[src/char_lcd_i2c_nibble_sequencer_defines.svh]
// Assertion macros used by the character LCD sequencer RTL.
`ifndef CHAR_LCD_I2C_NIBBLE_SEQUENCER_DEFINES_SVH
`define CHAR_LCD_I2C_NIBBLE_SEQUENCER_DEFINES_SVH

// Checked on every clock edge outside reset.
`define CLCD_ASSERT(lbl, prop, msg) \
  lbl: assert property (@(posedge clk_i) disable iff (!rst_ni) (prop)) else $error(msg);

// Checked on every clock edge, reset included.
`define CLCD_ASSERT_ALWAYS(lbl, prop, msg) \
  lbl: assert property (@(posedge clk_i) (prop)) else $error(msg);

`endif

[src/clcd_pkg.sv]
// Types, constants and tables for the character LCD nibble sequencer.
package clcd_pkg;

  typedef enum logic [3:0] {
    CMD_INIT         = 4'd0,
    CMD_ON           = 4'd1,
    CMD_OFF          = 4'd2,
    CMD_CLEAR        = 4'd3,
    CMD_HOME         = 4'd4,
    CMD_SET_CURSOR   = 4'd5,
    CMD_SCROLL_LEFT  = 4'd6,
    CMD_SCROLL_RIGHT = 4'd7,
    CMD_WRITE_CHAR   = 4'd8
  } cmd_e;

  typedef struct packed {
    logic [3:0] command;
    logic [5:0] column;
    logic [7:0] row;
    logic [7:0] character;
  } in_item_t;

  typedef struct packed {
    logic [7:0] device_write_address;
    logic [7:0] expander_byte;
    logic       last_byte;
  } out_item_t;

  // One queued job: a whole init sequence or a single full LCD op.
  typedef struct packed {
    logic       init;
    logic [7:0] data;
    logic       rs;
    logic       backlight;
  } job_t;

  localparam int unsigned QDEPTH = 2;
  localparam int unsigned QPW    = (QDEPTH > 1) ? $clog2(QDEPTH) : 1;
  localparam int unsigned QCW    = $clog2(QDEPTH + 1);

  localparam logic [6:0] ADDR_RESET = 7'h27;

  localparam logic [7:0] OP_CLEAR        = 8'h01;
  localparam logic [7:0] OP_HOME         = 8'h02;
  localparam logic [7:0] OP_ENTRY_MODE   = 8'h06;
  localparam logic [7:0] OP_DISP_CTRL    = 8'h08;
  localparam logic [7:0] OP_SCROLL_LEFT  = 8'h18;
  localparam logic [7:0] OP_SCROLL_RIGHT = 8'h1C;
  localparam logic [7:0] OP_WAKE         = 8'h30;
  localparam logic [7:0] OP_4BIT         = 8'h20;
  localparam logic [7:0] OP_FUNC_SET     = 8'h28;
  localparam logic [7:0] OP_SET_DDRAM    = 8'h80;
  localparam logic [7:0] ROW1_OFFSET     = 8'h40;
  localparam logic [7:0] ROW2_OFFSET     = 8'h14;
  localparam logic [2:0] DC_DISPLAY_ON   = 3'h4;
  localparam logic [7:0] NIBBLE_MASK     = 8'hF0;

  localparam logic [3:0] INIT_HALF_OPS = 4'd5;
  localparam logic [3:0] INIT_LAST_OP  = 4'd9;

  // Init op sequence: five half ops, then five full ops.
  function automatic logic [7:0] init_op(input logic [3:0] idx);
    logic [7:0] op;
    unique case (idx)
      4'd0:               op = 8'h00;
      4'd1, 4'd2, 4'd3:   op = OP_WAKE;
      4'd4:               op = OP_4BIT;
      4'd5:               op = OP_FUNC_SET;
      4'd6:               op = OP_DISP_CTRL | {5'd0, DC_DISPLAY_ON};
      4'd7:               op = OP_CLEAR;
      4'd8:               op = OP_ENTRY_MODE;
      4'd9:               op = OP_HOME;
      default:            op = 8'h00;
    endcase
    return op;
  endfunction

endpackage

[src/clcd_front.sv]
// Front end: takes commands, keeps display state, turns commands into jobs.
module clcd_front import clcd_pkg::*; (
  input  logic     clk_i,
  input  logic     rst_ni,
  input  logic     push_i,
  input  in_item_t in_i,
  input  logic     q_full_i,
  output logic     full_o,
  output logic     job_push_o,
  output job_t     job_o
);

  logic       bl_q, bl_d;
  logic [2:0] dc_q, dc_d;
  logic       take;
  logic       known;
  logic [7:0] row_off;
  logic [7:0] cursor;

  assign full_o = q_full_i;
  assign take   = push_i && !q_full_i;

  always_comb begin
    if (in_i.row == 8'd0) begin
      row_off = 8'h00;
    end else if (in_i.row == 8'd2) begin
      row_off = ROW2_OFFSET;
    end else begin
      row_off = ROW1_OFFSET;
    end
    cursor = OP_SET_DDRAM | ({2'b00, in_i.column} + row_off);
  end

  always_comb begin
    bl_d      = bl_q;
    dc_d      = dc_q;
    known     = 1'b1;
    job_o     = '{init: 1'b0, data: 8'h00, rs: 1'b0, backlight: bl_q};
    unique case (in_i.command)
      CMD_INIT: begin
        dc_d       = DC_DISPLAY_ON;
        job_o.init = 1'b1;
      end
      CMD_ON: begin
        bl_d       = 1'b1;
        dc_d       = dc_q | DC_DISPLAY_ON;
        job_o.data = OP_DISP_CTRL | {5'd0, dc_d};
      end
      CMD_OFF: begin
        bl_d       = 1'b0;
        dc_d       = dc_q & ~DC_DISPLAY_ON;
        job_o.data = OP_DISP_CTRL | {5'd0, dc_d};
      end
      CMD_CLEAR:        job_o.data = OP_CLEAR;
      CMD_HOME:         job_o.data = OP_HOME;
      CMD_SET_CURSOR:   job_o.data = cursor;
      CMD_SCROLL_LEFT:  job_o.data = OP_SCROLL_LEFT;
      CMD_SCROLL_RIGHT: job_o.data = OP_SCROLL_RIGHT;
      CMD_WRITE_CHAR: begin
        job_o.data = in_i.character;
        job_o.rs   = 1'b1;
      end
      default:          known = 1'b0;
    endcase
    job_o.backlight = bl_d;
  end

  assign job_push_o = take && known;

  always_ff @(posedge clk_i or negedge rst_ni) begin
    if (!rst_ni) begin
      bl_q <= 1'b1;
      dc_q <= 3'd0;
    end else if (take && known) begin
      bl_q <= bl_d;
      dc_q <= dc_d;
    end
  end

endmodule

[src/clcd_queue.sv]
// Short job queue between the front end and the byte sequencer.
module clcd_queue import clcd_pkg::*; (
  input  logic clk_i,
  input  logic rst_ni,
  input  logic push_i,
  input  job_t data_i,
  input  logic pop_i,
  output job_t data_o,
  output logic full_o,
  output logic empty_o
);

  job_t             mem_q [QDEPTH];
  logic [QPW-1:0]   wr_q, rd_q;
  logic [QCW-1:0]   cnt_q;
  logic             do_push, do_pop;

  assign full_o  = (cnt_q == QCW'(QDEPTH));
  assign empty_o = (cnt_q == '0);
  assign do_push = push_i && !full_o;
  assign do_pop  = pop_i && !empty_o;
  assign data_o  = mem_q[rd_q];

  always_ff @(posedge clk_i) begin
    if (do_push) begin
      mem_q[wr_q] <= data_i;
    end
  end

  always_ff @(posedge clk_i or negedge rst_ni) begin
    if (!rst_ni) begin
      wr_q  <= '0;
      rd_q  <= '0;
      cnt_q <= '0;
    end else begin
      if (do_push) begin
        wr_q <= (wr_q == QPW'(QDEPTH - 1)) ? '0 : wr_q + QPW'(1);
      end
      if (do_pop) begin
        rd_q <= (rd_q == QPW'(QDEPTH - 1)) ? '0 : rd_q + QPW'(1);
      end
      if (do_push && !do_pop) begin
        cnt_q <= cnt_q + QCW'(1);
      end else if (do_pop && !do_push) begin
        cnt_q <= cnt_q - QCW'(1);
      end
    end
  end

endmodule

[src/clcd_back.sv]
// Back end: expands jobs into expander bytes, one byte per cycle while the output is not held.
`include "char_lcd_i2c_nibble_sequencer_defines.svh"

module clcd_back import clcd_pkg::*; (
  input  logic       clk_i,
  input  logic       rst_ni,
  input  logic       cfg_valid_i,
  input  logic [6:0] cfg_data_i,
  input  job_t       job_i,
  input  logic       job_empty_i,
  output logic       job_pop_o,
  input  logic       pop_i,
  output logic       empty_o,
  output out_item_t  out_o
);

  typedef enum logic [1:0] {
    ST_IDLE = 2'b01,
    ST_RUN  = 2'b10
  } state_e;

  state_e     state_q, state_d;
  job_t       job_q;
  logic [3:0] op_idx_q;
  logic       nib_q;
  logic [1:0] phase_q;
  logic [6:0] addr_q;
  logic       out_valid_q;
  out_item_t  out_q;

  logic       running, emit, last, full_op;
  logic [7:0] op, nibble, exp_byte;

  assign running = (state_q == ST_RUN);
  assign emit    = running && (!out_valid_q || pop_i);
  assign op      = job_q.init ? init_op(op_idx_q) : job_q.data;
  assign full_op = !job_q.init || (op_idx_q >= INIT_HALF_OPS);
  assign nibble  = nib_q ? {op[3:0], 4'h0} : (op & NIBBLE_MASK);
  assign exp_byte = nibble | {4'h0, job_q.backlight, (phase_q == 2'd1), 1'b0, job_q.rs};
  assign last    = (phase_q == 2'd2) && nib_q && (!job_q.init || op_idx_q == INIT_LAST_OP);

  assign job_pop_o = !job_empty_i && (!running || (emit && last));

  always_comb begin
    state_d = state_q;
    unique case (state_q)
      ST_IDLE: if (job_pop_o) state_d = ST_RUN;
      ST_RUN:  if (emit && last && !job_pop_o) state_d = ST_IDLE;
      default: state_d = ST_IDLE;
    endcase
  end

  always_ff @(posedge clk_i) begin
    if (job_pop_o) begin
      job_q <= job_i;
    end
    if (emit) begin
      out_q <= '{device_write_address: {addr_q, 1'b0},
                 expander_byte: exp_byte, last_byte: last};
    end
  end

  always_ff @(posedge clk_i or negedge rst_ni) begin
    if (!rst_ni) begin
      state_q     <= ST_IDLE;
      op_idx_q    <= 4'd0;
      nib_q       <= 1'b0;
      phase_q     <= 2'd0;
      addr_q      <= ADDR_RESET;
      out_valid_q <= 1'b0;
    end else begin
      state_q <= state_d;
      if (cfg_valid_i) begin
        addr_q <= cfg_data_i;
      end
      if (emit) begin
        out_valid_q <= 1'b1;
      end else if (pop_i) begin
        out_valid_q <= 1'b0;
      end
      if (job_pop_o) begin
        op_idx_q <= 4'd0;
        nib_q    <= 1'b0;
        phase_q  <= 2'd0;
      end else if (emit) begin
        if (phase_q == 2'd2) begin
          phase_q <= 2'd0;
          if (full_op && !nib_q) begin
            nib_q <= 1'b1;
          end else begin
            nib_q    <= 1'b0;
            op_idx_q <= op_idx_q + 4'd1;
          end
        end else begin
          phase_q <= phase_q + 2'd1;
        end
      end
    end
  end

  assign empty_o = !out_valid_q;
  assign out_o   = out_q;

  `CLCD_ASSERT(a_init_idx_range, (running && job_q.init) |-> (op_idx_q <= INIT_LAST_OP), "init op index past end")
  `CLCD_ASSERT(a_single_op_idx, (running && !job_q.init) |-> (op_idx_q == 4'd0), "single op advanced past its op")
  `CLCD_ASSERT(a_half_op_nibble, (running && !full_op) |-> !nib_q, "low nibble on a half op")
  `CLCD_ASSERT_ALWAYS(a_phase_range, phase_q != 2'd3, "enable phase out of range")

endmodule

[src/char_lcd_i2c_nibble_sequencer.sv]
// Top level of the character LCD nibble sequencer for an I2C port expander.
//
// Each command becomes a run of expander bytes on the result queue: every LCD nibble
// is three bytes (enable low, high, low), so an ordinary command gives 6 bytes and
// init gives 45; unknown command codes give none. The byte sequencer emits at most
// one byte per clock, and stalls while a byte waits and the result side holds pop
// low. A two-entry job queue lets new commands be taken while the sequencer is
// still busy with earlier ones. The expander address register is written through
// the cfg channel, which is always ready.
module char_lcd_i2c_nibble_sequencer import clcd_pkg::*; (
  input  logic       clk_i,
  input  logic       rst_ni,
  input  logic       push,
  output logic       full,
  input  in_item_t   in_i,
  output logic       empty,
  input  logic       pop,
  output out_item_t  out_o,
  input  logic       cfg_valid_i,
  output logic       cfg_ready_o,
  input  logic [6:0] cfg_data_i
);

  logic job_push, job_pop, q_full, q_empty;
  job_t job_in, job_out;

  assign cfg_ready_o = 1'b1;

  clcd_front u_front (
    .clk_i      (clk_i),
    .rst_ni     (rst_ni),
    .push_i     (push),
    .in_i       (in_i),
    .q_full_i   (q_full),
    .full_o     (full),
    .job_push_o (job_push),
    .job_o      (job_in)
  );

  clcd_queue u_queue (
    .clk_i   (clk_i),
    .rst_ni  (rst_ni),
    .push_i  (job_push),
    .data_i  (job_in),
    .pop_i   (job_pop),
    .data_o  (job_out),
    .full_o  (q_full),
    .empty_o (q_empty)
  );

  clcd_back u_back (
    .clk_i       (clk_i),
    .rst_ni      (rst_ni),
    .cfg_valid_i (cfg_valid_i),
    .cfg_data_i  (cfg_data_i),
    .job_i       (job_out),
    .job_empty_i (q_empty),
    .job_pop_o   (job_pop),
    .pop_i       (pop),
    .empty_o     (empty),
    .out_o       (out_o)
  );

endmodule
[config.mk]
export PLATFORM = sky130hd
export DESIGN_NAME = char_lcd_i2c_nibble_sequencer
export DESIGN_NICKNAME = d
export VERILOG_FILES = /design/src/clcd_pkg.sv /design/src/clcd_front.sv /design/src/clcd_queue.sv /design/src/clcd_back.sv /design/src/char_lcd_i2c_nibble_sequencer.sv
export VERILOG_INCLUDE_DIRS = /design/src /design/src/src
export SDC_FILE = /design/constraint.sdc
export NUM_CORES = 1
export LEC_CHECK = 0
export BUFFER_PORTS_ARGS = -buffer_cell sky130_fd_sc_hd__buf_2
export CAP_MARGIN = 5
export CORE_ASPECT_RATIO = 1.1
export CORE_MARGIN = 5
export CORE_UTILIZATION = 60
export CTS_CLUSTER_SIZE = 25
export DETAILED_ROUTE_END_ITERATION = 7
export PLACE_DENSITY = 0.82
export SYNTH_ARGS = -nofsm -noshare
export SYNTH_HDL_FRONTEND = slang
export SYNTH_SLANG_ARGS = --single-unit
[constraint.sdc]
create_clock -name clk_i -period 4.2 [get_ports clk_i]
set_input_delay 0.84 -clock clk_i [delete_from_list [all_inputs] [get_ports clk_i]]
set_output_delay 0.84 -clock clk_i [all_outputs]
set_load 0.005 [all_outputs]
==> results.yml <==
yosys:
  synth_enable_flop_cells: 48
  synth_flop_cell: "edfxtp_1"
  synth_xor_area_frac: 0.0190
  synth_top_area_cell: "edfxtp_1"
  synthSimpleGateAreaFrac: 0.106
  synth.area.top_cells: "edfxtp_1 45%, dfrtp_1 12%, mux2_2 6.6%"
  synth_fa_ha_area_frac: 0.0349
  synth_mux_area_frac: 0.0865
  synth.most_common_cell: "edfxtp_1"
  yosys-top-cells-count: "48 x edfxtp_1, 19 x mux2_2, 16 x dfrtp_1, 16 x o21ai_0, 15 x nor2_1"
  syn_area_per_cell_um2: 13.1
  yosys.area.top_type_share: 0.447
  synth_top_family_by_area: "simple AND/OR/NAND/NOR gates"
  synth.distinct_cells: 47
  synth_compound_area_frac: 0.0974
  synth_cells: 246
  ys_warn_count: 0
  synth_seq_cells: 70
  synth_area_um2: 3220
  ys_seq_area_frac: 0.620
  async_flop_share: 0.314
drt:
  drtIter0Drc: 111
  post-route-drc-count: 0
  detail-route-antenna-nets: 0
  vias_per_cell: 5.43
  wl_per_cell_um: 14.3
  first_pass_iters: 4
  routed_wl_um: 5430
  vias: 2057
sta:
  finalSetupViolations: 0
  min_period_ns: 2.67
  max-slew-margin-rel: 0.383
  final_max_slew_viol_count: 0
  rsz0062_at_grt: "false"
  finalHoldViolations: 0
  post-route-period-util: 0.636
  fmax_mhz: 374
  fin_setup_tns_ns: 0
  tightest_slew_ns: 0.922
  finClkSkew_ns: 0.00296
layout:
  design_area_um2: 3730
  nets: 346
  syn2layout_area_growth_pct: 15.8
  drive_above_1_share: 0.332
  num_antenna_cells: 0
  layout.cells.non_filler: 379
power:
  p_leak_nw: 1.51
  irDropWorstVdd_mv: 0.353
  cellPowerDensity_nw_per_um2: 555
place:
  dp_cells: 363
  gp_congestion: 0.774
  placed_area_um2: 3540
  portBuffers: 54
  dpl.hpwl_um: 4110
setup_path:
  cp_slowest_stage_delay_ns: 0.57
  cp-start-kind: "input port"
  worstPathMaxFanout: 3
  worstPathRequired_ns: 4.28
  arrival_ns: 2.75
  worst-setup-path-type: "input port to register"
  crit_chain: "buf_2 > or4_1 > nor3_1 > ha_1 > a21o_1 > a211o_1 > nand3_1 > a21oi_1"
  endpoint_kind: "register"
  crit_path_top_delay_cell: "or4_1"
run_status:
  status: "complete, no violations"
global_routing:
  grt_remaining_overflow: 0
  grt_pass1_vias: 2122
  grt_max_degree: 23
  grt_pass1_wl_um: 9340
  antenna_found_initial: 0
  grt_use_total: 0.177
job:
  max-cap-violations: 0
floorplanning:
  rows: 28
  dieArea_um2: 6940
  die_w_um: 79.9
  initial_core_util: 0.610
  die_h_um: 86.9
  core_area_um2: 5290
  ios: 58
clock_network:
  cts-root-buf: "clkbuf_8"
  htreeDepth: 3
  postCtsHoldBufs: 0
  clk_pin_slew_ns: 0.07
  numClockSinks: 70
  clockBufferDepth: 2
  cts_inserted_buffers: 9
  post-cts-setup-buffer-count: 0
  cts_tree: "yes"
  cts_resized: 0
  insertion_delay_ns: 0.33
min_path:
  hp-class: "register to register"
[metal layers]
metal / wire length (µm) / share of wire / track usage / vias up
met5: 0 / 0 / 0 / -
met4: 81 / 0.015 / 0.103 / 0
li1: - / - / - / 1005
met1: 2220 / 0.41 / 0.207 / 974
met2: 2830 / 0.52 / 0.297 / 69
met3: 309 / 0.057 / 0.0393 / 9
[metrics by stage]
stage	utilization	setup slack, ns	power [mW]	hold slack (ns)
floorplan	-	1.39	1.41	0.400
global placement	0.669	1.24	1.55	0.401
detailed placement	0.669	1.19	1.58	0.405
CTS	0.706	1.53	2.09	0.422
global route	0.706	1.45	2.20	0.429
finish	0.706	1.53	2.07	0.421
[cell families after synthesis]
family                   count (synthesis)
adder cells (fa/ha/maj)                  9
other                                    2
multiplexers                            23
AO/OA/AOI/OAI                           47
AND/OR/NAND/NOR                         63
flip-flops                              70
XOR/XNOR                                 7
buffers and inverters                   25
[report_power, final]
part           total (mW)  internal, mW  switching (mW)
Sequential           1.05         0.936           0.119
Clock               0.509         0.282           0.227
Combinational       0.507         0.248           0.259
Total                2.07          1.47           0.605
[state kept, by name, summed over array words and instances (netlist names)]
| name | cells |
|---|---|
| u_back.op_idx_q | 4 |
| u_queue.wr_q | 1 |
| u_queue.mem_q | 22 |
| u_queue.cnt_q | 2 |
| u_queue.rd_q | 1 |
| u_back.out_valid_q | 1 |
| u_back.nib_q | 1 |
| u_back.addr_q | 7 |
| u_front.bl_q | 1 |
| u_back.job_q | 11 |
| u_back.out_o | 15 |
| u_back.state_q | 2 |
| u_back.phase_q | 2 |
[worst max-delay path, delay by kind of cell]
family,cells,cell delay [ns]
compound gates,3,0.58
simple gates,3,0.92
buf+inv,1,0.09
fa+ha+maj,1,0.32
[cell usage in the layout, fill, tap and decap left out, drive strengths merged, types with 2 or more instances in the layout]
cell and instances:
mux4 2, nand2 8, a2bb2oi 2, mux2 19, or3 2, a31oi 2, clkbuf 14, a22oi 5
ha 9, a22o 3, nand2b 4, mux2i 2, o21ai 16, o31ai 3, nor2b 10, nand3b 2
dfrtp 16, edfxtp 48, conb 3, o2bb2ai 2, xor2 2, nand3 6, nor3 7, xnor2 5
or4 2, and2 2, a21oi 5, inv 10, o211ai 3, buf 56, nor2 15, dfstp 6
o21a 2
[area by class of cell]
type                       count  area, µm²
inverter                      10       37.5
sequential                    70       2000
timing repair buffer          56        285
clock inverter                 2       12.5
tap                           75       93.8
clock buffer                  14        184
fill                         352       1560
multi-input combinational    152       1120
[worst paths after layout]
kind                              startpoint                  end  slack (ns)  cells past startpoint
setup reg to reg           u_back.phase_q[0]      u_back.job_q[4]        1.83                      4
max in group asynchronous             rst_ni    u_back.state_q[0]        3.39                      1
hold / removal               u_back.job_q[1]      u_back.out_o[1]        0.42                      0
setup / recovery                    in_i[13]  u_queue.mem_q[0][8]        1.53                      8
min in group asynchronous             rst_ni     u_back.addr_q[4]        0.46                      1
hold reg to reg              u_back.job_q[1]      u_back.out_o[1]        0.42                      0
(Power assumes the default switching activity.)
